$ cat src/design/pim_pkg.sv
package pim_pkg;

  localparam int PRIO_W      = 8;
  localparam int ID_W        = 5;
  localparam int NEST_W      = 8;
  localparam int PRIO_LEVELS = 256;

  typedef enum logic [1:0] {
    OP_LOCK    = 2'd0,
    OP_TRYLOCK = 2'd1,
    OP_UNLOCK  = 2'd2
  } op_e_t;

  typedef enum logic [2:0] {
    ST_OK         = 3'd0,
    ST_NESTED     = 3'd1,
    ST_BUSY       = 3'd2,
    ST_IN_IRQ     = 3'd3,
    ST_NOT_HOLDER = 3'd4,
    ST_QUEUED     = 3'd5,
    ST_QUEUE_FULL = 3'd6,
    ST_NEST_OVF   = 3'd7
  } status_e_t;

  // what the wait queue cells do: hold, insert or pop
  typedef enum logic [1:0] {
    QC_HOLD   = 2'd0,
    QC_INSERT = 2'd1,
    QC_POP    = 2'd2
  } qcmd_e_t;

  typedef struct packed {
    qcmd_e_t           cmd;
    logic [ID_W-1:0]   id;
    logic [PRIO_W-1:0] prio;
  } qctrl_t;

  function automatic logic [PRIO_W-1:0] clamp_prio(input logic [PRIO_W-1:0] p);
    logic [PRIO_W-1:0] r;
    r = p;
    if ({1'b0, p} >= (PRIO_W+1)'(PRIO_LEVELS)) begin
      r = PRIO_W'(PRIO_LEVELS - 1);
    end
    return r;
  endfunction

endpackage

$ cat src/design/pim_cell.sv
module pim_cell import pim_pkg::*; #(
  parameter int IDX   = 0,
  parameter int CNT_W = 4
) (
  input  logic              clk,
  input  qctrl_t            ctrl,
  input  logic [CNT_W-1:0]  count,
  input  logic [ID_W-1:0]   left_id,
  input  logic [PRIO_W-1:0] left_prio,
  input  logic              left_keep,
  input  logic [ID_W-1:0]   right_id,
  input  logic [PRIO_W-1:0] right_prio,
  output logic [ID_W-1:0]   cell_id,
  output logic [PRIO_W-1:0] cell_prio,
  output logic              keep
);

  // occupied and not less urgent than the newcomer: stays put on insert
  assign keep = (CNT_W'(IDX) < count) && (cell_prio <= ctrl.prio);

  always_ff @(posedge clk) begin
    case (ctrl.cmd)
      QC_INSERT: begin
        if (!keep) begin
          if (left_keep) begin
            cell_id   <= ctrl.id;
            cell_prio <= ctrl.prio;
          end else begin
            cell_id   <= left_id;
            cell_prio <= left_prio;
          end
        end
      end
      QC_POP: begin
        cell_id   <= right_id;
        cell_prio <= right_prio;
      end
      default: begin
      end
    endcase
  end

endmodule

$ cat src/design/priority_inheritance_mutex.sv
// each item is captured in the request register, then executed into the output register
// throughput: up to one item per cycle while the output is not stalled, as the next item is
//   taken in the cycle the current one executes; every item is settled in a single execute step
// the wait queue is a row of cells that shift right on a sorted insert or left on a pop
// reset (rst, synchronous): mutex free, queue empty, no item or result pending
// queue cell contents are not reset and are only read below the waiter count
module priority_inheritance_mutex import pim_pkg::*; #(
  parameter int WAIT_DEPTH = 8
) (
  input  logic              clk,
  input  logic              rst,
  input  logic              in_valid,
  output logic              in_stall,
  input  logic [1:0]        op,
  input  logic [ID_W-1:0]   requester_id,
  input  logic [PRIO_W-1:0] requester_prio,
  input  logic              from_interrupt,
  output logic              out_valid,
  input  logic              out_stall,
  output logic [2:0]        status,
  output logic              holder_valid,
  output logic [ID_W-1:0]   holder_now,
  output logic [PRIO_W-1:0] holder_eff_prio,
  output logic              boosted,
  output logic              handed_off,
  output logic [PRIO_W-1:0] restored_prio,
  output logic              switch_needed
);

  localparam int CNT_W = $clog2(WAIT_DEPTH + 1);

  // mutex state
  logic              held_flag, held_flag_next;
  logic [ID_W-1:0]   owner_id, owner_id_next;
  logic [NEST_W-1:0] nest_depth, nest_depth_next;
  logic [PRIO_W-1:0] owner_base_prio, owner_base_prio_next;
  logic [PRIO_W-1:0] owner_eff_prio, owner_eff_prio_next;
  logic [CNT_W-1:0]  waiter_count, waiter_count_next;

  // captured item
  logic              req_valid;
  logic [1:0]        req_op;
  logic [ID_W-1:0]   req_id;
  logic [PRIO_W-1:0] req_prio;
  logic              req_irq;

  // result of the executing item
  status_e_t         res_status;
  logic              res_boosted, res_handed, res_sw;
  logic [PRIO_W-1:0] res_restored;

  logic   fire;
  logic   in_fire;
  qctrl_t qctrl;

  // queue cell row
  logic [ID_W-1:0]   q_id   [WAIT_DEPTH];
  logic [PRIO_W-1:0] q_prio [WAIT_DEPTH];
  logic              q_keep [WAIT_DEPTH];

  // execute when the output register is free or being emptied
  assign fire     = req_valid && (!out_valid || !out_stall);
  assign in_stall = req_valid && !fire;
  assign in_fire  = in_valid && !in_stall;

  always_ff @(posedge clk) begin
    if (rst) begin
      req_valid <= 1'b0;
    end else if (in_fire) begin
      req_valid <= 1'b1;
    end else if (fire) begin
      req_valid <= 1'b0;
    end
  end

  always_ff @(posedge clk) begin
    if (in_fire) begin
      req_op   <= op;
      req_id   <= requester_id;
      req_prio <= clamp_prio(requester_prio);
      req_irq  <= from_interrupt;
    end
  end

  // request decode and next state
  always_comb begin
    held_flag_next       = held_flag;
    owner_id_next        = owner_id;
    nest_depth_next      = nest_depth;
    owner_base_prio_next = owner_base_prio;
    owner_eff_prio_next  = owner_eff_prio;
    waiter_count_next    = waiter_count;
    res_status           = ST_OK;
    res_boosted          = 1'b0;
    res_handed           = 1'b0;
    res_restored         = '0;
    res_sw               = 1'b0;
    qctrl.cmd            = QC_HOLD;
    qctrl.id             = req_id;
    qctrl.prio           = req_prio;

    unique case (req_op) inside
      OP_LOCK, OP_TRYLOCK: begin
        if (req_irq) begin
          res_status = ST_IN_IRQ;
        end else if (!held_flag) begin
          held_flag_next       = 1'b1;
          owner_id_next        = req_id;
          nest_depth_next      = NEST_W'(1);
          owner_base_prio_next = req_prio;
          owner_eff_prio_next  = req_prio;
        end else if (owner_id == req_id) begin
          if (nest_depth == {NEST_W{1'b1}}) begin
            res_status = ST_NEST_OVF;
          end else begin
            nest_depth_next = nest_depth + NEST_W'(1);
            res_status      = ST_NESTED;
          end
        end else if (req_op == OP_TRYLOCK) begin
          res_status = ST_BUSY;
        end else if (waiter_count >= CNT_W'(WAIT_DEPTH)) begin
          res_status = ST_QUEUE_FULL;
        end else begin
          // inherit the waiter's priority if it is more urgent
          if (owner_eff_prio > req_prio) begin
            owner_eff_prio_next = req_prio;
            res_boosted         = 1'b1;
          end
          qctrl.cmd         = QC_INSERT;
          waiter_count_next = waiter_count + CNT_W'(1);
          res_status        = ST_QUEUED;
        end
      end
      OP_UNLOCK: begin
        if (!held_flag || owner_id != req_id) begin
          res_status = ST_NOT_HOLDER;
        end else if (nest_depth != NEST_W'(1)) begin
          nest_depth_next = nest_depth - NEST_W'(1);
          res_restored    = owner_eff_prio;
        end else begin
          res_restored = owner_base_prio;
          if (waiter_count != '0) begin
            // hand over to the head of the queue
            owner_id_next        = q_id[0];
            owner_base_prio_next = q_prio[0];
            owner_eff_prio_next  = q_prio[0];
            nest_depth_next      = NEST_W'(1);
            waiter_count_next    = waiter_count - CNT_W'(1);
            qctrl.cmd            = QC_POP;
            res_handed           = 1'b1;
            res_sw               = owner_base_prio > q_prio[0];
          end else begin
            held_flag_next       = 1'b0;
            owner_id_next        = '0;
            nest_depth_next      = '0;
            owner_base_prio_next = '0;
            owner_eff_prio_next  = '0;
          end
        end
      end
      default: begin
      end
    endcase

    // no queue movement unless the item really executes
    if (!fire) begin
      qctrl.cmd = QC_HOLD;
    end
  end

  always_ff @(posedge clk) begin
    if (rst) begin
      held_flag       <= 1'b0;
      owner_id        <= '0;
      nest_depth      <= '0;
      owner_base_prio <= '0;
      owner_eff_prio  <= '0;
      waiter_count    <= '0;
    end else if (fire) begin
      held_flag       <= held_flag_next;
      owner_id        <= owner_id_next;
      nest_depth      <= nest_depth_next;
      owner_base_prio <= owner_base_prio_next;
      owner_eff_prio  <= owner_eff_prio_next;
      waiter_count    <= waiter_count_next;
    end
  end

  // output register
  always_ff @(posedge clk) begin
    if (rst) begin
      out_valid <= 1'b0;
    end else if (fire) begin
      out_valid <= 1'b1;
    end else if (!out_stall) begin
      out_valid <= 1'b0;
    end
  end

  always_ff @(posedge clk) begin
    if (fire) begin
      status          <= res_status;
      holder_valid    <= held_flag_next;
      holder_now      <= owner_id_next;
      holder_eff_prio <= owner_eff_prio_next;
      boosted         <= res_boosted;
      handed_off      <= res_handed;
      restored_prio   <= res_restored;
      switch_needed   <= res_sw;
    end
  end

  // wait queue, most urgent waiter in cell 0
  for (genvar g = 0; g < WAIT_DEPTH; g++) begin : g_cell
    logic [ID_W-1:0]   l_id, r_id;
    logic [PRIO_W-1:0] l_prio, r_prio;
    logic              l_keep;

    if (g == 0) begin : g_first
      assign l_id   = '0;
      assign l_prio = '0;
      assign l_keep = 1'b1;
    end else begin : g_inner
      assign l_id   = q_id[g-1];
      assign l_prio = q_prio[g-1];
      assign l_keep = q_keep[g-1];
    end

    if (g == WAIT_DEPTH - 1) begin : g_last
      assign r_id   = q_id[g];
      assign r_prio = q_prio[g];
    end else begin : g_mid
      assign r_id   = q_id[g+1];
      assign r_prio = q_prio[g+1];
    end

    pim_cell #(
      .IDX   (g),
      .CNT_W (CNT_W)
    ) u_cell (
      .clk        (clk),
      .ctrl       (qctrl),
      .count      (waiter_count),
      .left_id    (l_id),
      .left_prio  (l_prio),
      .left_keep  (l_keep),
      .right_id   (r_id),
      .right_prio (r_prio),
      .cell_id    (q_id[g]),
      .cell_prio  (q_prio[g]),
      .keep       (q_keep[g])
    );
  end

endmodule

$ cat config.mk
export PLATFORM = sky130hd
export DESIGN_NAME = priority_inheritance_mutex
export DESIGN_NICKNAME = d
export VERILOG_FILES = /design/src/design/pim_pkg.sv /design/src/design/pim_cell.sv /design/src/design/priority_inheritance_mutex.sv
export SDC_FILE = /design/constraint.sdc
export NUM_CORES = 1
export LEC_CHECK = 0
export ABC_AREA = 1
export ABC_CLOCK_PERIOD_IN_PS = 3350
export BUFFER_PORTS_ARGS = -buffer_cell sky130_fd_sc_hd__buf_2
export CELL_PAD_IN_SITES_DETAIL_PLACEMENT = 0
export CELL_PAD_IN_SITES_GLOBAL_PLACEMENT = 2
export CORE_MARGIN = 1
export CORE_UTILIZATION = 39
export DETAILED_ROUTE_END_ITERATION = 12
export PLACE_DENSITY_LB_ADDON = 0.25
export SYNTH_ARGS = -nofsm -noshare
export SYNTH_HDL_FRONTEND = slang
export SYNTH_SLANG_ARGS = --single-unit
$ cat constraint.sdc
create_clock -name clk -period 3.35 [get_ports clk]
set_input_delay 0.5025 -clock clk [delete_from_list [all_inputs] [get_ports clk]]
set_output_delay 0.5025 -clock clk [all_outputs]
set_load 0.01 [all_outputs]
==> results.cfg <==
[critical_path]
critPathLaunchType = flop
cp.arrival_ns = 3.13
crit_required_ns = 3.53
crit_fanout = 13
end_kind = flop
crit_type = reg2reg

[sta]
slew_viol_final = 0
hold_viol = 0
setup_violations = 0
clock_skew_ns = 0.0137
fin_crit_sh = 0.881
slew_headroom = 0.430
worst_pin_slew_ns = 0.846
tns_ns = 0
timing.final.crit_period_ns = 2.95
rsz0062_at_grt = false
fmax_mhz = 339

[clocking]
cts_made_buffers = 17
cts_sinks = 184
clock_latency_ns = 0.44
cts_tree = done
cts_resized = 0
htree_levels = 4
clockRootBuffer = clkbuf_16
clk_path_buf_depth = 2
clkTransAtPathRegs_ns = 0.07
ctsHoldBuffers = 0
post_cts_buffers = 0

[floorplan]
boundaryPins = 50
dieArea_um2 = 30600
rows = 62
start_util = 0.401
die_height_um = 175
die_w_um = 175
design.core.area_um2 = 29100

[logic_synthesis]
yosysSeqAreaShare = 0.443
synth_cell_types = 43
synth_seq_cells = 184
synth_flop_cell = edfxtp_1
yosys_warnings = 0
synth_area_um2 = 11700
synth_fp_nets = 1484
syn_inst = 1386
synth.avg_cell_area_um2 = 8.42
async_reset_ff_frac = 0
synth_edf_count = 148

[grt]
overflow = 0
grt_first_pass_wirelength_um = 53800
antenna_found_initial = 1
track_usage = 0.232
grt_max_degree = 73
grt_pass1_vias = 9381

[layout]
area_growth_pct = 12.8
drive_above_1_share = 0.176
final_cell_mix = nand2_1 (343), inv_1 (160), edfxtp_1 (148)
nets = 1549
final_common_cell = nand2_1
n_antenna_cell = 0

[place]
place_congestion = 0.861
port_buffers = 49
dp_hpwl_um = 26100

[route]
drt-initial-drc-count = 621
drc = 0
vias = 9510
first_pass_iters = 5
viasPerCell = 5.15
post_drt_wl_per_cell_um = 18.6
routed_wl_um = 34300
drtAntennaViolNets = 0

[power_and_ir_drop]
p_leak_nw = 5.93
total_power_mw = 5.48
ir_drop_mv = 0.348
p_per_area_nw_per_um2 = 416

[outcome]
status = completed

[job]
cap_violations = 0

[worst_hold_path]
hp-class = in2reg
==> cell usage after synthesis (8+ instances only) <==
cell | instances | share of area
o21ai_1 | 14 | 0.0060
buf_6 | 14 | 0.014
buf_2 | 8 | 0.0034
o21ai_0 | 84 | 0.036
clkinv_1 | 8 | 0.0026
nand3_2 | 46 | 0.039
clkbuf_1 | 27 | 0.0087
inv_1 | 160 | 0.051
a21oi_1 | 81 | 0.035
dfxtp_1 | 36 | 0.062
edfxtp_1 | 148 | 0.38
o22ai_1 | 8 | 0.0043
ha_1 | 78 | 0.084
nand3_1 | 143 | 0.061
nand2_1 | 343 | 0.11
nor2_1 | 65 | 0.021
o21ai_2 | 44 | 0.033
inv_2 | 11 | 0.0035
==> cell type report <==
cell class / instances / area [µm²]
repair buffers: 102 / 668
clock buffers: 17 / 425
fillers: 2966 / 15900
clock inverters: 13 / 240
inverters: 179 / 672
well taps: 384 / 480
multi-input cells: 967 / 5520
flip-flops and latches: 184 / 5160
==> per-layer routing <==
metal / vias up / global-route usage / routed length [µm]
met2: 204 / 0.401 / 16900
met5: - / 0 / 0
met3: 47 / 0.0309 / 1210
met1: 4456 / 0.296 / 15400
met4: 0 / 0.0779 / 868
li1: 4803 / - / -
==> critical path: stages, from the launching register on <==
cell,delay [ns]
edfxtp_1,0.38
clkinv_1,0.44
buf_4,0.35
ha_1,0.27
nand2_1,0.04
nor2_1,0.13
nand2_1,0.07
nand2_1,0.07
nand3_2,0.22
nand2_1,0.33
nand2_1,0.15
nand3_1,0.12
nand2_1,0.09
==> stage by stage <==
step	std cells	hold WS, ns	setup slack, ns	utilization	instance area, µm²
finish	1846	0.231	0.398	0.453	13200
global route	1846	0.213	0.172	0.453	13200
CTS	1846	0.218	0.393	0.453	13200
detailed placement	1816	0.481	0.417	0.430	12500
global placement	1816	0.477	0.391	0.430	12500
floorplan	1386	0.439	0.542	-	11700
==> registers in the layout, summed over array words and instances (netlist names), 2 cells and up <==
name	count
g_cell.u_cell.cell_prio	64
g_cell.u_cell.cell_id	40
holder_eff_prio	8
nest_depth	8
owner_base_prio	8
owner_eff_prio	8
req_prio	8
restored_prio	8
holder_now	5
owner_id	5
req_id	5
waiter_count	4
status	3
req_op	2
==> worst paths after layout <==
path	startpoint	cells past startpoint	to	slack, ns
setup / recovery	req_prio[4]	12	holder_eff_prio[7]	0.40
hold / removal	requester_id[4]	1	req_id[4]	0.23
setup reg to reg	req_prio[4]	12	holder_eff_prio[7]	0.40
hold reg to reg	owner_base_prio[7]	2	owner_base_prio[7]	0.49
==> cells by family after synthesis <==
logic type / share of synthesized area
buf+inv: 0.0860
xor+xnor: 0.00750
flops: 0.443
simple gates: 0.253
fa+ha+maj: 0.0836
compound gates: 0.128
==> where the power goes <==
part / total, mW / switching, mW / internal [mW] / leakage (nW)
logic: 0.567 / 0.380 / 0.187 / 3.95
clock network: 2.35 / 0.943 / 1.41 / 0.321
registers: 2.56 / 0.0507 / 2.51 / 1.66
total: 5.48 / 1.37 / 4.11 / 5.93
Note: power is estimated with default switching activity, not from simulation.
